[src/sv/x224_connection_request_handler_core_macros.svh]
// Assertion helpers for the connection request handler.
// Each one samples on the block clock and is held off while reset is low.
`ifndef X224_CONNECTION_REQUEST_HANDLER_CORE_MACROS_SVH
`define X224_CONNECTION_REQUEST_HANDLER_CORE_MACROS_SVH

// Same-cycle implication.
`define X224CRH_ASSERT_IMPL(label, ante, cons, msg) \
    label: assert property (@(posedge i_clk) disable iff (!i_rst_n) (ante) |-> (cons)) \
        else $error(msg);

// Next-cycle implication.
`define X224CRH_ASSERT_NEXT(label, ante, cons, msg) \
    label: assert property (@(posedge i_clk) disable iff (!i_rst_n) (ante) |=> (cons)) \
        else $error(msg);

`endif

[src/sv/x224crh_pkg.sv]
package x224crh_pkg;

    localparam int CFG_IDX_W  = 2;
    localparam int CFG_DATA_W = 2;

    localparam logic [CFG_IDX_W-1:0] CFG_SECURITY_MODE = 2'd0;
    localparam logic [CFG_IDX_W-1:0] CFG_VM_CONNECT    = 2'd1;
    localparam logic [CFG_IDX_W-1:0] CFG_TLS_READY     = 2'd2;

    localparam logic [1:0] SEC_RDP_ONLY = 2'd0;
    localparam logic [1:0] SEC_TLS_REQ  = 2'd2;

    localparam logic [2:0] ST_OK        = 3'd0;
    localparam logic [2:0] ST_NEG_FAIL  = 3'd1;
    localparam logic [2:0] ST_BAD_HDR   = 3'd2;
    localparam logic [2:0] ST_NOT_CR    = 3'd3;
    localparam logic [2:0] ST_LI_MISM   = 3'd4;
    localparam logic [2:0] ST_BAD_NEG   = 3'd5;
    localparam logic [2:0] ST_TRUNC     = 3'd6;

    localparam logic [3:0] PROTO_RDP    = 4'd0;
    localparam logic [3:0] PROTO_TLS    = 4'd1;
    localparam logic [3:0] PROTO_HYBRID = 4'd2;
    localparam logic [3:0] PROTO_HYB_EX = 4'd8;

    localparam logic [1:0] FAIL_NONE     = 2'd0;
    localparam logic [1:0] FAIL_SSL_REQ  = 2'd1;
    localparam logic [1:0] FAIL_NO_CERT  = 2'd3;

    localparam logic [7:0] TPKT_VERSION  = 8'h03;
    localparam logic [7:0] TPDU_CR       = 8'hE0;
    localparam logic [7:0] TPDU_CC       = 8'hD0;
    localparam logic [7:0] TPDU_DT       = 8'hF0;
    localparam logic [7:0] LI_INVALID    = 8'hFF;
    localparam logic [7:0] OPT_NEG_REQ   = 8'h01;
    localparam logic [7:0] OPT_NEG_RSP   = 8'h02;
    localparam logic [7:0] OPT_NEG_FAIL  = 8'h03;
    localparam logic [7:0] OPT_CORR_INFO = 8'h06;
    localparam logic [7:0] OPT_COOKIE    = 8'h43;
    localparam logic [7:0] CHAR_CR       = 8'h0D;
    localparam logic [7:0] CHAR_LF       = 8'h0A;
    localparam logic [7:0] NEG_FLAG_MASK = 8'h0B;
    localparam logic [7:0] NEG_REC_LEN   = 8'h08;
    localparam logic [7:0] MAX_PROTOCOLS = 8'h0B;
    localparam logic [7:0] SRC_REF_HI    = 8'h12;
    localparam logic [7:0] SRC_REF_LO    = 8'h34;
    localparam logic [7:0] RSP_FLAGS     = 8'h01;
    localparam logic [7:0] RSP_FLAGS_VM  = 8'h09;

    localparam logic [5:0] NEG_REQ_BYTES = 6'd7;
    localparam logic [5:0] CORR_BYTES    = 6'd35;
    localparam logic [8:0] POS_MAX       = 9'd511;

    localparam logic [4:0] CC_LEN_SHORT  = 5'd11;
    localparam logic [4:0] CC_LEN_LONG   = 5'd19;

    typedef enum logic [2:0] {
        PH_HEADER = 3'd0,
        PH_TYPE   = 3'd1,
        PH_NEGREQ = 3'd2,
        PH_CORR   = 3'd3,
        PH_COOKIE = 3'd4,
        PH_STOP   = 3'd5
    } t_phase;

    typedef struct packed {
        logic [1:0] sec_mode;
        logic       vm_mode;
        logic       tls_ready;
    } t_cfg;

    // What the confirm generator needs to know about one finished request.
    typedef struct packed {
        logic [2:0] status;
        logic [3:0] proto;
        logic [1:0] fail;
        logic       neg_seen;
        logic       vm_mode;
    } t_summary;

    function automatic logic [4:0] cc_len(t_summary s);
        return s.neg_seen ? CC_LEN_LONG : CC_LEN_SHORT;
    endfunction

    function automatic logic [7:0] cc_byte(logic [4:0] idx, t_summary s);
        logic [7:0] b;
        logic       f;
        f = (s.fail != FAIL_NONE);
        unique case (idx)
            5'd0:    b = TPKT_VERSION;
            5'd3:    b = {3'd0, cc_len(s)};
            5'd4:    b = {3'd0, cc_len(s)} - 8'd5;
            5'd5:    b = TPDU_CC;
            5'd8:    b = SRC_REF_HI;
            5'd9:    b = SRC_REF_LO;
            5'd11:   b = f ? OPT_NEG_FAIL : OPT_NEG_RSP;
            5'd12:   b = f ? 8'h00 : (s.vm_mode ? RSP_FLAGS_VM : RSP_FLAGS);
            5'd13:   b = NEG_REC_LEN;
            5'd15:   b = f ? {6'd0, s.fail} : {4'd0, s.proto};
            default: b = 8'h00;
        endcase
        return b;
    endfunction

endpackage

[src/sv/x224crh_in_if.sv]
interface x224crh_in_if;
    logic       valid;
    logic       ready;
    logic [7:0] rx_byte;
    logic       rx_last;

    modport source (output valid, output rx_byte, output rx_last, input ready);
    modport sink   (input valid, input rx_byte, input rx_last, output ready);
endinterface

[src/sv/x224crh_out_if.sv]
interface x224crh_out_if;
    logic       valid;
    logic       ready;
    logic [7:0] response_byte;
    logic       byte_valid;
    logic [2:0] status;
    logic [3:0] selected_protocol;
    logic       end_of_response;

    modport source (output valid, output response_byte, output byte_valid, output status,
                    output selected_protocol, output end_of_response, input ready);
    modport sink   (input valid, input response_byte, input byte_valid, input status,
                    input selected_protocol, input end_of_response, output ready);
endinterface

[src/sv/x224crh_parser.sv]
module x224crh_parser (
    input  logic                  i_clk,
    input  logic                  i_rst_n,
    input  logic                  i_take,
    input  logic [7:0]            i_byte,
    input  logic                  i_last,
    input  x224crh_pkg::t_cfg     i_cfg,
    output logic                  o_push,
    output x224crh_pkg::t_summary o_sum
);
    import x224crh_pkg::*;

    t_phase      r_phase,  n_phase;
    logic [8:0]  r_pos,    n_pos;
    logic [5:0]  r_fc,     n_fc;
    logic [7:0]  r_li,     n_li;
    logic [7:0]  r_code,   n_code;
    logic [3:0]  r_req,    n_req;
    logic [7:0]  r_oflags, n_oflags;
    logic [15:0] r_olen,   n_olen;
    logic        r_neg,    n_neg;
    logic        r_cr,     n_cr;
    logic [2:0]  r_err,    n_err;
    logic        r_bad,    n_bad;

    logic [2:0]  st;
    logic [3:0]  mask;
    logic [3:0]  proto;
    logic [1:0]  fail;

    always_comb begin
        n_phase  = r_phase;
        n_fc     = r_fc;
        n_li     = r_li;
        n_code   = r_code;
        n_req    = r_req;
        n_oflags = r_oflags;
        n_olen   = r_olen;
        n_neg    = r_neg;
        n_cr     = r_cr;
        n_err    = r_err;
        n_bad    = r_bad;
        unique case (r_phase)
            PH_HEADER: begin
                if (r_pos == 9'd0 && i_byte != TPKT_VERSION) n_err = ST_BAD_HDR;
                if (r_pos == 9'd4) n_li = i_byte;
                if (r_pos == 9'd5) n_code = i_byte;
                if (r_pos == 9'd10) n_phase = PH_TYPE;
            end
            PH_TYPE: begin
                if (i_byte == OPT_NEG_REQ) begin
                    n_neg   = 1'b1;
                    n_phase = PH_NEGREQ;
                    n_fc    = 6'd0;
                    n_bad   = 1'b0;
                end else if (i_byte == OPT_CORR_INFO) begin
                    n_phase = PH_CORR;
                    n_fc    = 6'd0;
                end else if (i_byte == OPT_COOKIE) begin
                    n_phase = PH_COOKIE;
                    n_cr    = 1'b0;
                end
            end
            PH_NEGREQ: begin
                priority if (r_fc == 6'd0) begin
                    n_oflags = i_byte;
                    if ((i_byte & NEG_FLAG_MASK) != i_byte || (i_byte[1] && !i_byte[0]))
                        n_bad = 1'b1;
                end else if (r_fc == 6'd1) begin
                    n_olen = {8'h00, i_byte};
                end else if (r_fc == 6'd2) begin
                    n_olen = r_olen | {i_byte, 8'h00};
                    if (n_olen != {8'h00, NEG_REC_LEN}) n_bad = 1'b1;
                end else if (r_fc == 6'd3) begin
                    if (i_byte > MAX_PROTOCOLS) n_bad = 1'b1;
                    else                        n_req = i_byte[3:0];
                end else begin
                    if (i_byte != 8'h00) n_bad = 1'b1;
                end
                n_fc = r_fc + 6'd1;
                if (n_fc >= NEG_REQ_BYTES) begin
                    if (n_bad) begin
                        if (r_err == ST_OK) n_err = ST_BAD_NEG;
                        n_phase = PH_STOP;
                    end else begin
                        n_phase = PH_TYPE;
                    end
                end
            end
            PH_CORR: begin
                n_fc = r_fc + 6'd1;
                if (n_fc >= CORR_BYTES) n_phase = PH_TYPE;
            end
            PH_COOKIE: begin
                if (r_cr && i_byte == CHAR_LF) begin
                    n_cr    = 1'b0;
                    n_phase = PH_TYPE;
                end else begin
                    n_cr = (i_byte == CHAR_CR);
                end
            end
            default: ;
        endcase
        n_pos = (r_pos < POS_MAX) ? r_pos + 9'd1 : r_pos;
    end

    // Verdict on the request as it stands after this byte.
    always_comb begin
        priority if (n_pos < 9'd6 || n_err == ST_BAD_HDR || n_li == LI_INVALID)
            st = ST_BAD_HDR;
        else if (n_code == TPDU_DT)
            st = (n_pos < 9'd7) ? ST_BAD_HDR : ST_NOT_CR;
        else if (n_pos < 9'd11)
            st = ST_BAD_HDR;
        else if (n_code != TPDU_CR)
            st = ST_NOT_CR;
        else if ({1'b0, n_li} != n_pos - 9'd5)
            st = ST_LI_MISM;
        else if (n_err != ST_OK)
            st = n_err;
        else if (n_phase == PH_NEGREQ || n_phase == PH_CORR)
            st = ST_TRUNC;
        else
            st = ST_OK;
    end

    // Protocol choice: highest-priority protocol both sides allow.
    always_comb begin
        mask  = (i_cfg.sec_mode == SEC_RDP_ONLY) ? 4'd0 : PROTO_TLS;
        if (i_cfg.vm_mode) mask = mask | PROTO_HYBRID | PROTO_HYB_EX;
        mask  = mask & n_req;
        proto = PROTO_RDP;
        fail  = FAIL_NONE;
        priority if (mask[3]) begin
            proto = PROTO_HYB_EX;
        end else if (mask[1]) begin
            proto = PROTO_HYBRID;
        end else if (mask[0]) begin
            if (i_cfg.tls_ready || i_cfg.vm_mode) proto = PROTO_TLS;
            else if (i_cfg.sec_mode == SEC_TLS_REQ) fail = FAIL_NO_CERT;
        end else if (i_cfg.sec_mode == SEC_TLS_REQ) begin
            fail = FAIL_SSL_REQ;
        end else begin
            fail = FAIL_NONE;
        end
    end

    assign o_push = i_take && i_last;

    always_comb begin
        o_sum.vm_mode  = i_cfg.vm_mode;
        o_sum.neg_seen = n_neg;
        if (st != ST_OK) begin
            o_sum.status = st;
            o_sum.proto  = PROTO_RDP;
            o_sum.fail   = FAIL_NONE;
        end else begin
            o_sum.status = (fail != FAIL_NONE) ? ST_NEG_FAIL : ST_OK;
            o_sum.proto  = proto;
            o_sum.fail   = fail;
        end
    end

    always_ff @(posedge i_clk) begin
        if (!i_rst_n || (i_take && i_last)) begin
            r_phase  <= PH_HEADER;
            r_pos    <= '0;
            r_fc     <= '0;
            r_li     <= '0;
            r_code   <= '0;
            r_req    <= '0;
            r_oflags <= '0;
            r_olen   <= '0;
            r_neg    <= 1'b0;
            r_cr     <= 1'b0;
            r_err    <= ST_OK;
            r_bad    <= 1'b0;
        end else if (i_take) begin
            r_phase  <= n_phase;
            r_pos    <= n_pos;
            r_fc     <= n_fc;
            r_li     <= n_li;
            r_code   <= n_code;
            r_req    <= n_req;
            r_oflags <= n_oflags;
            r_olen   <= n_olen;
            r_neg    <= n_neg;
            r_cr     <= n_cr;
            r_err    <= n_err;
            r_bad    <= n_bad;
        end
    end

endmodule

[src/sv/x224_connection_request_handler_core.sv]
// X.224 connection request handler. Feed the request PDU one byte per beat on
// i_req, with rx_last on its final byte; the block checks the TPKT and X.224
// headers, walks the option records and, on the final byte, answers on o_rsp
// with either the 11- or 19-beat connection confirm (19 when the request held
// a negotiation record) or a single error beat with byte_valid low. The
// request side takes one byte every cycle: each byte only moves a small parse
// state. The verdict on a finished request is held in a one-entry queue ahead
// of the confirm generator, so the next request streams in while the current
// confirm drains; only a final byte that arrives while one confirm is still
// being sent and another is already queued waits (ready low) until the
// generator picks up the queued one. A verdict is registered in the queue,
// then in the generator, before its first beat shows. Configuration registers
// are plain writes and are meant to change only while the block is idle.
`include "x224_connection_request_handler_core_macros.svh"

module x224_connection_request_handler_core (
    input  logic                                i_clk,
    input  logic                                i_rst_n,
    x224crh_in_if.sink                          i_req,
    x224crh_out_if.source                       o_rsp,
    input  logic                                i_cfg_wr_en,
    input  logic [x224crh_pkg::CFG_IDX_W-1:0]   i_cfg_index,
    input  logic [x224crh_pkg::CFG_DATA_W-1:0]  i_cfg_wdata
);
    import x224crh_pkg::*;

    t_cfg       r_cfg;
    logic       take;
    logic       push;
    t_summary   push_sum;

    logic       r_pend_vld;
    t_summary   r_pend_sum;

    logic       r_emit_vld;
    logic [4:0] r_emit_idx;
    t_summary   r_emit_sum;

    logic       out_fire;
    logic       emit_err;
    logic       emit_last;
    logic       pop;

    // Configuration registers.
    always_ff @(posedge i_clk) begin
        if (!i_rst_n) begin
            r_cfg.sec_mode  <= 2'd1;
            r_cfg.vm_mode   <= 1'b0;
            r_cfg.tls_ready <= 1'b0;
        end else if (i_cfg_wr_en) begin
            unique case (i_cfg_index)
                CFG_SECURITY_MODE: r_cfg.sec_mode  <= i_cfg_wdata;
                CFG_VM_CONNECT:    r_cfg.vm_mode   <= i_cfg_wdata[0];
                CFG_TLS_READY:     r_cfg.tls_ready <= i_cfg_wdata[0];
                default: ;
            endcase
        end
    end

    // Hold only a final byte, and only while the verdict queue is full and
    // not being emptied this cycle; every other byte goes straight in.
    assign i_req.ready = !r_pend_vld || pop || !i_req.rx_last;
    assign take        = i_req.valid && i_req.ready;

    x224crh_parser u_parser (
        .i_clk   (i_clk),
        .i_rst_n (i_rst_n),
        .i_take  (take),
        .i_byte  (i_req.rx_byte),
        .i_last  (i_req.rx_last),
        .i_cfg   (r_cfg),
        .o_push  (push),
        .o_sum   (push_sum)
    );

    // Confirm generator: one beat per cycle while o_rsp.ready is high, out of the held verdict.
    assign out_fire  = o_rsp.valid && o_rsp.ready;
    assign emit_err  = (r_emit_sum.status != ST_OK) && (r_emit_sum.status != ST_NEG_FAIL);
    assign emit_last = emit_err || (r_emit_idx == cc_len(r_emit_sum) - 5'd1);
    assign pop       = r_pend_vld && (!r_emit_vld || (out_fire && emit_last));

    always_ff @(posedge i_clk) begin
        if (!i_rst_n) begin
            r_pend_vld <= 1'b0;
        end else if (push) begin
            r_pend_vld <= 1'b1;
        end else if (pop) begin
            r_pend_vld <= 1'b0;
        end
    end

    always_ff @(posedge i_clk) begin
        if (push) r_pend_sum <= push_sum;
    end

    always_ff @(posedge i_clk) begin
        if (!i_rst_n) begin
            r_emit_vld <= 1'b0;
            r_emit_idx <= '0;
        end else if (pop) begin
            r_emit_vld <= 1'b1;
            r_emit_idx <= '0;
        end else if (out_fire) begin
            // Advance through the confirm; drop valid after its last beat.
            r_emit_vld <= !emit_last;
            r_emit_idx <= r_emit_idx + 5'd1;
        end
    end

    always_ff @(posedge i_clk) begin
        if (pop) r_emit_sum <= r_pend_sum;
    end

    assign o_rsp.valid             = r_emit_vld;
    assign o_rsp.response_byte     = emit_err ? 8'h00 : cc_byte(r_emit_idx, r_emit_sum);
    assign o_rsp.byte_valid        = !emit_err;
    assign o_rsp.status            = r_emit_sum.status;
    assign o_rsp.selected_protocol = r_emit_sum.proto;
    assign o_rsp.end_of_response   = emit_last;

    `X224CRH_ASSERT_IMPL(a_err_single_beat, o_rsp.valid && !o_rsp.byte_valid, o_rsp.end_of_response, "error beat not marked as last")
    `X224CRH_ASSERT_IMPL(a_idx_in_range, r_emit_vld, r_emit_idx < cc_len(r_emit_sum), "confirm index past its length")
    `X224CRH_ASSERT_IMPL(a_ok_status, o_rsp.valid && o_rsp.byte_valid, o_rsp.status == ST_OK || o_rsp.status == ST_NEG_FAIL, "confirm beat with error status")
    `X224CRH_ASSERT_NEXT(a_idle_after_end, out_fire && emit_last && !r_pend_vld, !o_rsp.valid, "beat shown with no verdict queued")
    `X224CRH_ASSERT_NEXT(a_queue_filled, push, r_pend_vld, "final byte lost its verdict")

endmodule

[src/flat_wrapper.sv]
// flat-port wrapper written by rule: the top's interface ports become plain ports
module x224_connection_request_handler_core_flat import x224crh_pkg::*;
  (i_clk, i_rst_n, i_cfg_wr_en, i_cfg_index, i_cfg_wdata, i_req_valid, i_req_rx_byte, i_req_rx_last, i_req_ready, o_rsp_valid, o_rsp_response_byte, o_rsp_byte_valid, o_rsp_status, o_rsp_selected_protocol, o_rsp_end_of_response, o_rsp_ready);
  x224crh_in_if i_req_i ();
  x224crh_out_if o_rsp_i ();
  input  logic i_clk;
  input  logic i_rst_n;
  input  logic i_cfg_wr_en;
  input  logic [x224crh_pkg::CFG_IDX_W-1:0] i_cfg_index;
  input  logic [x224crh_pkg::CFG_DATA_W-1:0] i_cfg_wdata;
  input wire logic [$bits(i_req_i.valid)-1:0] i_req_valid;
  input wire logic [$bits(i_req_i.rx_byte)-1:0] i_req_rx_byte;
  input wire logic [$bits(i_req_i.rx_last)-1:0] i_req_rx_last;
  output wire logic [$bits(i_req_i.ready)-1:0] i_req_ready;
  output wire logic [$bits(o_rsp_i.valid)-1:0] o_rsp_valid;
  output wire logic [$bits(o_rsp_i.response_byte)-1:0] o_rsp_response_byte;
  output wire logic [$bits(o_rsp_i.byte_valid)-1:0] o_rsp_byte_valid;
  output wire logic [$bits(o_rsp_i.status)-1:0] o_rsp_status;
  output wire logic [$bits(o_rsp_i.selected_protocol)-1:0] o_rsp_selected_protocol;
  output wire logic [$bits(o_rsp_i.end_of_response)-1:0] o_rsp_end_of_response;
  input wire logic [$bits(o_rsp_i.ready)-1:0] o_rsp_ready;
  assign i_req_i.valid = i_req_valid;
  assign i_req_i.rx_byte = i_req_rx_byte;
  assign i_req_i.rx_last = i_req_rx_last;
  assign i_req_ready = i_req_i.ready;
  assign o_rsp_valid = o_rsp_i.valid;
  assign o_rsp_response_byte = o_rsp_i.response_byte;
  assign o_rsp_byte_valid = o_rsp_i.byte_valid;
  assign o_rsp_status = o_rsp_i.status;
  assign o_rsp_selected_protocol = o_rsp_i.selected_protocol;
  assign o_rsp_end_of_response = o_rsp_i.end_of_response;
  assign o_rsp_i.ready = o_rsp_ready;
  x224_connection_request_handler_core u_core (.i_clk(i_clk), .i_rst_n(i_rst_n), .i_req(i_req_i), .o_rsp(o_rsp_i), .i_cfg_wr_en(i_cfg_wr_en), .i_cfg_index(i_cfg_index), .i_cfg_wdata(i_cfg_wdata));
endmodule
[config.mk]
export PLATFORM = sky130hd
export DESIGN_NAME = x224_connection_request_handler_core_flat
export DESIGN_NICKNAME = d
export VERILOG_FILES = /design/src/sv/x224crh_pkg.sv /design/src/sv/x224crh_in_if.sv /design/src/sv/x224crh_out_if.sv /design/src/sv/x224crh_parser.sv /design/src/sv/x224_connection_request_handler_core.sv /design/src/flat_wrapper.sv
export VERILOG_INCLUDE_DIRS = /design/src /design/src/sv
export SDC_FILE = /design/constraint.sdc
export NUM_CORES = 1
export LEC_CHECK = 0
export ABC_CLOCK_PERIOD_IN_PS = 3000
export CELL_PAD_IN_SITES_DETAIL_PLACEMENT = 0
export CELL_PAD_IN_SITES_GLOBAL_PLACEMENT = 1
export CORE_UTILIZATION = 44
export DETAILED_ROUTE_END_ITERATION = 6
export DONT_BUFFER_PORTS = 1
export MAX_ROUTING_LAYER = met4
export PLACE_DENSITY_LB_ADDON = 0.1
export SETUP_SLACK_MARGIN = 0.4
export SYNTH_ARGS = -nofsm -noshare
export SYNTH_HDL_FRONTEND = slang
export SYNTH_SLANG_ARGS = --single-unit
[constraint.sdc]
create_clock -name i_clk -period 3 [get_ports i_clk]
set_input_delay 0.45 -clock i_clk [delete_from_list [all_inputs] [get_ports i_clk]]
set_output_delay 0.45 -clock i_clk [all_outputs]
set_load 0.02 [all_outputs]
## Yosys cells after proc, flatten, opt, wreduce, memory -nomap -nowiden

Index checks and enable logic that the tools add are counted.

- Bits in registers: 93
- Input port bits: 18
- Output and inout port bits: 19

- Multiplexer cells: 81
- $lt $le $gt $ge: 7
- Reduce and logical (&&, ||, !) cells: 57
- Bitwise logic cells: 5
- Equal/unequal tests: 43
- $add $sub $neg: 6

Operators with widths:

| kind | number |
|---|---|
| 8-bit one-hot mux with 10 select lines | 1 |
| 3-bit two-way mux | 19 |
| 8-bit two-way mux | 6 |
| 4-bit two-way mux | 10 |
| 16-bit two-way mux | 2 |
| 5-bit by 4-bit equality test with 1-bit output (second input constant) | 6 |
| 1-bit two-way mux | 27 |
| 9-bit by 3-bit equality test with 1-bit output (second input constant) | 2 |
| 9-bit by 3-bit < comparator with 1-bit output (second input constant) | 2 |
| 9-bit two-way mux | 2 |
| 8-bit by 4-bit equality test with 1-bit output (second input constant) | 2 |
| 8-bit equality test (second input constant) | 2 |
| 16-bit by 4-bit != test with 1-bit output (second input constant) | 1 |
| 16-bit OR | 1 |
| 2-bit nonzero test | 8 |
| 3-bit by 2-bit equality test with 1-bit output (second input constant) | 5 |
| 3-bit one-hot mux with 5 select lines | 1 |
| 6-bit by 2-bit equality test with 1-bit output (second input constant) | 2 |
| 2-bit two-way mux | 6 |
| 6-bit two-way mux | 2 |
| 6-bit one-hot mux with 2 select lines | 1 |
| 5-bit by 3-bit equality test with 1-bit output (second input constant) | 2 |
| 1-bit logical OR | 10 |
| 9-bit by 1-bit adder with 9-bit output (second input constant) | 1 |
| other kinds (48) | 78 |

## Longest topological paths before layout

Gate-level depths: netlist (run 1).

- Word-level depth: 21
- Gate-level depth with buffers: 12

## Modules after synthesis

From an unflattened synthesis (run 1), not the netlist that was laid out.

- Cells, all modules: 706
- Area, all modules: 6030.8 µm²

Modules (own cells, without submodules):

| module | times used | cells each | area an instance (µm²) |
|---|---|---|---|
| x224crh_parser | 1 | 565 | 4404.2 |
| x224_connection_request_handler_core | 1 | 141 | 1626.6 |

## Least setup slack after synthesis (run 1)

Ideal clock, no wire load.

- Path kind: flip-flop to flip-flop
- Start: reg u_core.u_parser.r_pos[0]
- End: reg u_core.r_pend_sum[7] (netlist name) (data pin)
- Path slack: -204 ps
- Setup time: 271 ps
- Data required time: 2729 ps
- Stages on the path, launching flop included: 12
- Period minus slack after synthesis: 3204 ps
- Data arrival time: 2933 ps
- Path through: dfxtp_1 -> buf_2 -> inv_1 -> ha_1 -> and4bb_2 -> nand3_2 -> mux2i_1 -> xor3_1 -> o2bb2a_1 -> or3_1 -> o31ai_4 -> nor4_1

- Word-level cells in the longest chain between the ends: 13
- Elaborated cells on any way between the ends: 40

Ends and longest elaborated chain:

| element | line | RTL |
|---|---|---|
| start, declared | x224crh_parser.sv:14 | `logic [8:0] r_pos, n_pos;` |
| start signal, assigned | x224crh_parser.sv:180 | `r_pos <= n_pos;` |
| parallel branches: the longest is 11 deep, another holds 9-bit by 1-bit adder with 9-bit output | n/a |  |
| 3-bit two-way mux * | x224crh_parser.sv:109 | `priority if (n_pos < 9'd6 \|\| n_err == ST_BAD_HDR \|\| n_li == LI_INVALID)` |
| 3-bit nonzero test * | x224crh_parser.sv:153 | `if (st != ST_OK) begin` |
| end signal, assigned | x224_connection_request_handler_core.sv:93 | `if (push) r_pend_sum <= push_sum;` |
| end, declared | x224_connection_request_handler_core.sv:33 | `t_summary r_pend_sum;` |

Every way passes the cells marked *.
A chain may end at the register's enable or synchronous reset.

## Final worst setup path (run 1)

- Start: reg u_core.u_parser.r_pos[1]
- End: reg u_core.r_pend_sum[7] (netlist name) (data pin)

The elaborated chain is that of the path after synthesis.

==> results.sh, run 1 <==
export IMPL_die_area_sq_um=13470
export IMPL_synthFlopType="dfxtp_1"
export IMPL_synth_nets=715
export IMPL_hold_worst_slack_ps=166.5
export IMPL_fin_worst_skew_ps=6.780
export IMPL_grt_start_max_net_pins=52
export IMPL_critPathMaxFanout=7
export IMPL_port_buffers=0
export IMPL_rsz0062_at_grt="yes"
export IMPL_grt_pass1_wl_mm=24.85
export IMPL_grt_pass1_vias=4736
export IMPL_drt_initial_drc_count=303
export IMPL_path_class="reg -> reg"
export IMPL_gp_congestion=0.9407
export IMPL_synth_top_cells_by_area="dfxtp_1 (24%), edfxtp_1 (10%), a21oi_1 (5.0%)"
export IMPL_finalHoldViolCount=0
export IMPL_ys_seq_area_frac=0.3497
export IMPL_die_height_um=116.1
export IMPL_clk_path_buf_depth=2
export IMPL_min_path_type="in -> reg"
export IMPL_overflow=0
export IMPL_numCtsBuffers=9
export IMPL_synth_seq_cells=90
export IMPL_clock_sinks=90
export IMPL_path_clk_slew_ps=70
export IMPL_tns_ps=0
export IMPL_initial_core_util=0.4518
export IMPL_hpwlAfterDp_mm=11.18
export IMPL_tritoncts="done"
export IMPL_total_power_mw=2.644
export IMPL_setup_viol=0
export IMPL_postSynthCellCount=682
export IMPL_critPathArrivalTime_ps=2940
export IMPL_synth_top_cell_area_share=0.2448
export IMPL_slew_headroom=0.5961
export IMPL_period_share=0.9530
export IMPL_syn_area_per_cell_sq_um=8.393
export IMPL_wl_mm=15.85
export IMPL_r2r_setup_slack_ps=140
export IMPL_status="complete, no violations"
export IMPL_wl_per_cell_um=17.97
export IMPL_hp_start="i_rst_n"
export IMPL_synth_top_cell_by_area="dfxtp_1"
export IMPL_via_count=5158
export IMPL_syn2layout_area_growth_pct=19.32
export IMPL_yosysUniqueCellTypes=93
export IMPL_firstDrtPassIters=5
export IMPL_stdcell_area_sq_um=6830
export IMPL_tightest_slew_ps=599.5
export IMPL_dp_cells=854
export IMPL_cts_htree_levels=3
export IMPL_dpl_cell_area_sq_um=6160
export IMPL_cts_root_buf="clkbuf_16"
export IMPL_async_flop_share=0
export IMPL_rows=41
export IMPL_synth_warnings=0
export IMPL_cp_required_ps=3080
export IMPL_die_width_um=116.1
export IMPL_core_area_sq_um=12670
export IMPL_fin_nets=738
export IMPL_fin_crit_ps=2859
export IMPL_grt_total_usage=0.2495
export IMPL_instances_no_fill=882
export IMPL_antenna_found_initial=0
export IMPL_power_density_nw_per_um2=387.1
export IMPL_cap_violations=0
export IMPL_drive_gt1_frac=0.2563
export IMPL_pin_count=37
export IMPL_cp_start_kind="flop"
export IMPL_p_leak_nw=2.353
export IMPL_slew_violations=0
export IMPL_yosysMostFrequentCell="dfxtp_1"
export IMPL_crit_reg2reg_launch="u_core.u_parser.r_pos[1]$_SDFFE_PP0P_"
export IMPL_ant_nets=0
export IMPL_synth_edf_count=20
export IMPL_diodes=0
export IMPL_crit_start="u_core.u_parser.r_pos[1]$_SDFFE_PP0P_"
export IMPL_synth_top_cells_by_count="dfxtp_1 (70), nor2_1 (69), nand2_1 (65)"
export IMPL_clk_latency_ps=350
export IMPL_fill_cells=1220
export IMPL_via_per_inst=5.848
export IMPL_syn_area_sq_um=5724
export IMPL_max_freq_ghz=0.3498
export IMPL_ir_drop_mv=0.3025
export IMPL_crit_path_end_kind="flop"
export IMPL_drc=0
[state kept, by name, indices dropped and copies added, names as in the netlist]
signal	cells
u_core.u_parser.r_olen	16
u_core.r_pend_sum	10
u_core.u_parser.r_pos	9
u_core.u_parser.r_code	8
u_core.u_parser.r_li	8
u_core.u_parser.r_fc	6
u_core.r_emit_idx	5
u_core.r_cfg	4
u_core.r_emit_sum	4
u_core.o_rsp.selected_protocol	3
u_core.o_rsp.status	3
u_core.u_parser.r_err	3
u_core.u_parser.r_phase	3
u_core.u_parser.r_req	3
u_core.o_rsp.valid	1
u_core.r_pend_vld	1
u_core.u_parser.r_bad	1
u_core.u_parser.r_cr	1
u_core.u_parser.r_neg	1
[final timing paths]
check,end,cells after the start
max,u_core.r_pend_sum[7]$_SDFFCE_PP0P_,11
min,u_core.r_cfg[2]$_SDFFE_PN1P_,1
max reg2reg,u_core.r_pend_sum[7]$_SDFFCE_PP0P_,11
min reg2reg,u_core.o_rsp.status[1]$_DFFE_PP_,0
[cell usage in the layout (no fill, tap or decap), types with 6 or more instances in the layout]
cell type	instances
nor2_1	67
nand2_1	65
buf_4	61
a21oi_1	57
dfxtp_1	55
o21ai_0	32
inv_1	21
nand3_1	21
edfxtp_1	20
nand4_1	18
mux2i_1	16
nor3_1	15
dfxtp_2	12
a31oi_1	11
xnor2_1	10
a211oi_1	9
nor4_1	9
nor2b_1	9
clkbuf_16	9
nor3b_1	7
o211ai_1	7
and2_1	7
ha_1	7
and3_1	6
[timing repair]
| action | CTS | global route |
|---|---|---|
| gates resized for setup | 37 | 33 |
| cloned | 0 | 0 |
| endpoints found under the setup margin | 16 | 48 |
| hold buffers | 0 | 0 |
| pin swaps | 3 | 5 |
| setup buffers | 7 | 5 |
[cell type report]
| cell class | count | area [sq um] | share of cell area |
|---|---|---|---|
| Tap cell | 172 | 215.2 | 0.03151 |
| Clock inverter | 6 | 65.06 | 0.009526 |
| Timing Repair Buffer | 63 | 480.5 | 0.07034 |
| Sequential cell | 90 | 2028 | 0.2969 |
| Inverter | 22 | 87.58 | 0.01282 |
| Clock buffer | 10 | 239.0 | 0.03499 |
| Multi-Input combinational cell | 519 | 3715 | 0.5439 |
[through the flow]
step | utilization | setup slack [ps]
2_1_floorplan | - | 283.4
5_1_grt | 0.5391 | 47.80
4_1_cts | 0.5246 | 179.5
3_5_place_dp | 0.4861 | 35.11
6_report | 0.5391 | 141.0
3_3_place_gp | 0.4861 | 61.98
[where the power goes]
part	internal (mW)	switching, mW	total, mW
registers	1.25	0.0190	1.27
clock network	0.671	0.488	1.16
logic	0.0861	0.126	0.212
[worst max-delay path, cell delays in order, from the launching register on]
cell      delay [ps]
dfxtp_4          370
inv_4             60
ha_4             140
and4bb_2         280
nand3_4          150
mux2i_4          250
buf_4            140
xnor3_1          220
o2bb2a_4         170
or3_4            350
o31ai_4          360
nor4_1           110
[logic make-up (layout without fill, tap and decap cells)]
| family | after synthesis | in the layout | synth area share |
|---|---|---|---|
| muxes | 22 | 22 | 0.03912 |
| other | 1 | 1 | 0.0006551 |
| and+or+nand+nor | 291 | 291 | 0.2831 |
| AOI/OAI and AO/OA | 176 | 176 | 0.2004 |
| xor gates and xnor gates | 14 | 14 | 0.02885 |
| buffers and inverters | 73 | 101 | 0.06535 |
| DFF | 90 | 90 | 0.3497 |
| adders and majority gates | 15 | 15 | 0.03279 |
[layer usage]
| layer | up-vias | global-route usage | share of wire |
|---|---|---|---|
| met5 | - | - | 0 |
| met4 | 0 | 0.08205 | 0.016 |
| met3 | 15 | 0.04184 | 0.051 |
| met2 | 117 | 0.3972 | 0.48 |
| met1 | 2476 | 0.3215 | 0.45 |
| li1 | 2550 | - | - |
(Power assumes the default switching activity.)
==> run 2, diff against run 1 <==
Settings changed: RECOVER_POWER set to 25.
==> run 2 against run 1 <==
Against the previous run:
- sequential share of layout area rose by 0.087 points
- routed wire length barely moved
- non-clock buffer count did not move
- final cell count did not move
- flip-flop and latch count did not move
- global-route usage did not move
- first-iteration DRC count fell by 2.3%
- critical path depth fell by 1
- worst setup slack got worse by 2.3 ps
- count of clock-buffer cells in the layout did not move
- total power barely moved
- utilization fell by 0.16 points
==> results.sh, run 2 (synthesized netlist as in run 1, its figures left out) <==
export IMPL_diodes=0
export IMPL_fin_util=0.5375
export IMPL_fill_cells=1221
export IMPL_reg_largest_list="u_core.u_parser.r_olen (16), u_core.r_pend_sum (10), u_core.u_parser.r_pos (9)"
export IMPL_critPathArrivalTime_ps=2940
export IMPL_cp_endpoint="u_core.r_pend_sum[7]$_SDFFCE_PP0P_"
export IMPL_final_common_cell="nor2_1"
export IMPL_drc=0
export IMPL_wl_mm=15.86
export IMPL_die_height_um=116.1
export IMPL_via_count=5160
export IMPL_path_delay_family="simple AND/OR/NAND/NOR gates"
export IMPL_finalHoldViolCount=0
export IMPL_via_per_inst=5.850
export IMPL_path_clk_slew_ps=60
export IMPL_p_switching_mw=0.6350
export IMPL_clk_path_buf_depth=2
export IMPL_regArea_sq_um=2028
export IMPL_crit_reg2reg_launch="u_core.u_parser.r_pos[3]$_SDFFE_PP0P_"
export IMPL_grt_pass1_wl_mm=24.85
export IMPL_cap_violations=0
export IMPL_r2r_setup_slack_ps=140
export IMPL_pin_count=37
export IMPL_slew_violations=0
export IMPL_stdcell_area_sq_um=6810
export IMPL_fin_nets=738
export IMPL_min_path_type="in -> reg"
export IMPL_die_width_um=116.1
export IMPL_initial_core_util=0.4518
export IMPL_status="complete, no violations"
export IMPL_gp_congestion=0.9407
export IMPL_hold_depth=1
export IMPL_top_register="u_core.u_parser.r_olen"
export IMPL_cp_start_kind="flop"
export IMPL_r2r_cells=10
export IMPL_firstDrtPassIters=5
export IMPL_tightest_slew_ps=596.6
export IMPL_wl_per_cell_um=17.98
export IMPL_rsz0062_at_grt="yes"
export IMPL_cts_htree_levels=3
export IMPL_p_leak_nw=2.338
export IMPL_max_freq_ghz=0.3495
export IMPL_dpl_cell_area_sq_um=6160
export IMPL_power_density_nw_per_um2=388.2
export IMPL_cp_required_ps=3080
export IMPL_syn2layout_area_growth_pct=18.97
export IMPL_tns_ps=0
export IMPL_critPathBufInv=2
export IMPL_crit_top_cell="buf_4"
export IMPL_max_stage_delay_ps=360
export IMPL_seqPwrFrac=0.481
export IMPL_switching_share=0.2402
export IMPL_drive_gt1_frac=0.2493
export IMPL_drt_initial_drc_count=296
export IMPL_period_share=0.9538
export IMPL_hold_worst_slack_ps=166.4
export IMPL_antenna_found_initial=0
export IMPL_ir_drop_mv=0.3035
export IMPL_final_cell_mix="nor2_1 (67), nand2_1 (65), buf_4 (58), a21oi_1 (57), dfxtp_1 (55)"
export IMPL_reg2reg_to="u_core.r_pend_sum[7]$_SDFFCE_PP0P_"
export IMPL_largest_reg_flops=16
export IMPL_cts_root_buf="clkbuf_16"
export IMPL_crit_path_end_kind="flop"
export IMPL_multi_input_area_sq_um=3706
export IMPL_hold_buffers=0
export IMPL_slew_headroom=0.5981
export IMPL_p_int_mw=2.009
export IMPL_core_area_sq_um=12670
export IMPL_critical_path_depth=10
export IMPL_clk_latency_ps=350
export IMPL_overflow=0
export IMPL_clockPowerShare=0.439
export IMPL_grt_start_max_net_pins=52
export IMPL_combinationalPowerShare=0.079
export IMPL_fin_crit_ps=2861
export IMPL_fin_worst_skew_ps=6.859
export IMPL_port_buffers=0
export IMPL_crit_start="u_core.u_parser.r_pos[3]$_SDFFE_PP0P_"
export IMPL_total_power_mw=2.644
export IMPL_grt_pass1_vias=4736
export IMPL_crit_path_top_delay_cell="o31ai_4"
export IMPL_clock_sinks=90
export IMPL_setup_viol=0
export IMPL_grt_total_usage=0.2495
export IMPL_hpwlAfterDp_mm=11.18
export IMPL_rows=41
export IMPL_tritoncts="done"
export IMPL_ant_nets=0
export IMPL_path_class="reg -> reg"
export IMPL_numCtsBuffers=9
export IMPL_critPathMaxFanout=7
export IMPL_die_area_sq_um=13470
export IMPL_crit_path_cell_trace="buf_4, and4bb_2, nand3_4, mux2i_4, buf_4, xnor3_1, o2bb2a_4, or3_4, o31ai_4, nor4_1"
==> run 2: routing by layer <==
| metal | vias to the layer above | global-route usage | share of wire |
|---|---|---|---|
| li1 | 2548 | - | - |
| met1 | 2470 | 0.3215 | 0.46 |
| met2 | 127 | 0.3972 | 0.48 |
| met3 | 15 | 0.04184 | 0.045 |
| met4 | 0 | 0.08205 | 0.016 |
| met5 | - | - | 0 |
==> run 2: worst min-delay path by stage <==
| stage | start | endpoint | slack [ps] |
|---|---|---|---|
| floorplan | u_core.r_pend_sum[4]$_SDFFCE_PP0P_ | u_core.o_rsp.selected_protocol[0]$_DFFE_PP_ | 400 |
| global placement | u_core.r_pend_sum[0]$_DFFE_PP_ | u_core.r_emit_sum[0]$_DFFE_PP_ | 400 |
| detailed placement | u_core.r_pend_sum[9]$_SDFFCE_PN0P_ | u_core.o_rsp.status[1]$_DFFE_PP_ | 400 |
| CTS | i_rst_n | u_core.r_cfg[2]$_SDFFE_PN1P_ | 160 |
| global route | i_rst_n | u_core.r_cfg[2]$_SDFFE_PN1P_ | 160 |
| finish | i_rst_n | u_core.r_cfg[2]$_SDFFE_PN1P_ | 170 |
==> run 2: timing repair <==
item / in CTS / in global routing
pin swaps: 3 / 5
gates resized for setup: 37 / 33
buffers inserted: 7 / 5
setup endpoints to repair: 16 / 48
==> run 2: power by group through the flow <==
stage / clock network (mW) / registers, mW / logic, mW
floorplan: 0 / 1.29 / 0.161
global placement: 0 / 1.30 / 0.188
detailed placement: 0 / 1.30 / 0.187
CTS: 1.19 / 1.27 / 0.197
global route: 1.24 / 1.27 / 0.228
finish: 1.16 / 1.27 / 0.210
==> run 2: layout make-up <==
type	instances	area share
flip-flops and latches	90	0.2978
inverters	22	0.01286
repair buffers	63	0.06890
clock inverters	6	0.009554
clock buffers	10	0.03509
multi-input cells	519	0.5442
well taps	172	0.03160
==> run 2: metrics by stage <==
| stage | setup WS, ps | cells |
|---|---|---|
| 2_1_floorplan | 283.4 | 682 |
| 3_3_place_gp | 61.98 | 854 |
| 3_5_place_dp | 35.11 | 854 |
| 4_1_cts | 179.5 | 877 |
| 5_1_grt | 47.80 | 882 |
| 6_report | 138.7 | 882 |
==> run 3, diff against run 2 <==
Settings changed: CELL_PAD_IN_SITES_DETAIL_PLACEMENT 0 to 1.
==> run 3 against run 2 <==
Against the previous run:
- cell area rose by 2.2%
- clock power fell by 10%
- total power fell by 4.2%
- flip-flop and latch count did not move
- largest cell class unchanged
==> results.sh, run 3 (synthesized netlist as in run 1, its figures left out) <==
export IMPL_status="complete, no violations"
export IMPL_r2r_setup_slack_ps=40
export IMPL_tightest_slew_ps=774.5
export IMPL_firstDrtPassIters=5
export IMPL_final_common_cell="nor2_1"
export IMPL_total_power_mw=2.533
export IMPL_fin_crit_ps=2958
export IMPL_cap_violations=0
export IMPL_grt_start_max_net_pins=52
export IMPL_clk_latency_ps=350
export IMPL_cts_root_buf="clkbuf_16"
export IMPL_hold_depth=1
export IMPL_drive_gt1_frac=0.2689
export IMPL_core_area_sq_um=12670
export IMPL_crit_path_end_kind="flop"
export IMPL_clockPowerShare=0.411
export IMPL_fin_worst_skew_ps=6.958
export IMPL_reg_largest_list="u_core.u_parser.r_olen (16), u_core.r_pend_sum (10), u_core.u_parser.r_pos (9)"
export IMPL_hold_buffers=0
export IMPL_hpwlAfterDp_mm=12.73
export IMPL_reg2reg_to="u_core.r_pend_sum[4]$_SDFFCE_PP0P_"
export IMPL_holdPathEnd="u_core.r_cfg[2]$_SDFFE_PN1P_"
export IMPL_fill_cells=1480
export IMPL_numCtsBuffers=9
export IMPL_dpl_cell_area_sq_um=6160
export IMPL_seqPwrFrac=0.502
export IMPL_top_register="u_core.u_parser.r_olen"
export IMPL_port_buffers=0
export IMPL_fin_util=0.5494
export IMPL_rsz0062_at_grt="yes"
export IMPL_switching_share=0.2519
export IMPL_r2r_cells=11
export IMPL_cp_start_kind="flop"
export IMPL_period_share=0.9861
export IMPL_crit_reg2reg_launch="u_core.u_parser.r_pos[0]$_SDFFE_PP0P_"
export IMPL_min_path_type="in -> reg"
export IMPL_p_switching_mw=0.6382
export IMPL_tns_ps=0
export IMPL_die_width_um=116.1
export IMPL_overflow=0
export IMPL_hp_start="i_rst_n"
export IMPL_setup_viol=0
export IMPL_wl_mm=18.15
export IMPL_path_clk_slew_ps=70
export IMPL_wl_per_cell_um=20.49
export IMPL_hold_worst_slack_ps=162.5
export IMPL_slew_violations=0
export IMPL_ir_drop_mv=0.2813
export IMPL_largest_reg_flops=16
export IMPL_ant_nets=0
export IMPL_syn2layout_area_growth_pct=21.62
export IMPL_clock_sinks=90
export IMPL_antenna_found_initial=0
export IMPL_diodes=0
export IMPL_tritoncts="done"
export IMPL_drt_initial_drc_count=242
export IMPL_critPathMaxFanout=10
export IMPL_via_count=5335
export IMPL_stdcell_area_sq_um=6962
export IMPL_dp_cells=854
export IMPL_via_per_inst=6.021
export IMPL_drc=0
export IMPL_cts_htree_levels=3
export IMPL_max_freq_ghz=0.3380
export IMPL_p_int_mw=1.895
export IMPL_gp_congestion=0.9407
export IMPL_slew_headroom=0.4782
export IMPL_setup_ws_ps=41.65
export IMPL_grt_pass1_vias=5358
export IMPL_power_density_nw_per_um2=363.9
export IMPL_rows=41
export IMPL_initial_core_util=0.4518
export IMPL_dp_slack_ps=-18.09
export IMPL_combinationalPowerShare=0.087
export IMPL_finalHoldViolCount=0
export IMPL_path_class="reg -> reg"
export IMPL_pin_count=37
export IMPL_grt_total_usage=0.2811
export IMPL_grt_pass1_wl_mm=28.04
export IMPL_fin_nets=743
export IMPL_die_area_sq_um=13470
export IMPL_clk_path_buf_depth=2
export IMPL_cp_required_ps=3200
export IMPL_critPathArrivalTime_ps=3160
export IMPL_final_cell_mix="nor2_1 (66), nand2_1 (64), buf_4 (59), a21oi_1 (56), dfxtp_1 (55)"
export IMPL_die_height_um=116.1
export IMPL_instances_no_fill=886
export IMPL_p_leak_nw=2.383
## run 3: routing by layer
metal	share of wire	up-vias	global-route usage
met5	0	-	-
met4	0.011	0	0.08462
met3	0.037	14	0.04707
met2	0.52	103	0.4786
met1	0.44	2666	0.3398
li1	-	2552	-
## run 3: layout make-up
type                       count  area (sq um)  area share
inverter                      22         87.58     0.01258
timing repair buffer          68         530.5     0.07620
sequential                    90          2036      0.2924
clock buffer                  12         236.5     0.03397
clock inverter                 3         20.02    0.002876
multi-input combinational    519          3836      0.5510
tap                          172         215.2     0.03091
## run 3: worst max-delay path, cell delays in order, from the launching register on
cell and delay, ps:
dfxtp_4 370, buf_6 140, ha_2 200, nor4bb_4 220, nand3_2 150, mux2i_1 280, inv_1 120, or4b_4 570
a211oi_4 280, nand4_4 160, buf_12 170, nor3_2 140
## run 3: how the worst max path moves through the flow
stage                                                from                                  end  slack (ps)  cells past startpoint
floorplan           u_core.u_parser.r_pos[0]$_SDFFE_PP0P_   u_core.r_pend_sum[3]$_SDFFCE_PP0P_         280                     11
global placement    u_core.u_parser.r_pos[1]$_SDFFE_PP0P_  u_core.r_pend_sum[10]$_SDFFCE_PN0P_          60                     10
detailed placement  u_core.u_parser.r_pos[8]$_SDFFE_PP0P_   u_core.r_pend_sum[4]$_SDFFCE_PP0P_         -20                      8
CTS                 u_core.u_parser.r_pos[1]$_SDFFE_PP0P_   u_core.r_pend_sum[3]$_SDFFCE_PP0P_          80                     10
global route        u_core.u_parser.r_pos[0]$_SDFFE_PP0P_       u_core.r_pend_sum[8]$_DFFE_PP_         -50                     11
finish              u_core.u_parser.r_pos[0]$_SDFFE_PP0P_   u_core.r_pend_sum[4]$_SDFFCE_PP0P_          40                     11
## run 3: repair_timing
action	in CTS	in global routing
endpoints found under the setup margin	17	16
pin swaps	9	23
setup buffers	9	8
gates resized for setup	39	60
## run 3: power by group through the flow
stage / Sequential (mW) / Clock (mW) / Combinational [mW]
2_1_floorplan: 1.29 / 0 / 0.161
3_3_place_gp: 1.30 / 0 / 0.188
3_5_place_dp: 1.30 / 0 / 0.192
4_1_cts: 1.27 / 1.06 / 0.203
5_1_grt: 1.27 / 1.10 / 0.238
6_report: 1.27 / 1.04 / 0.222
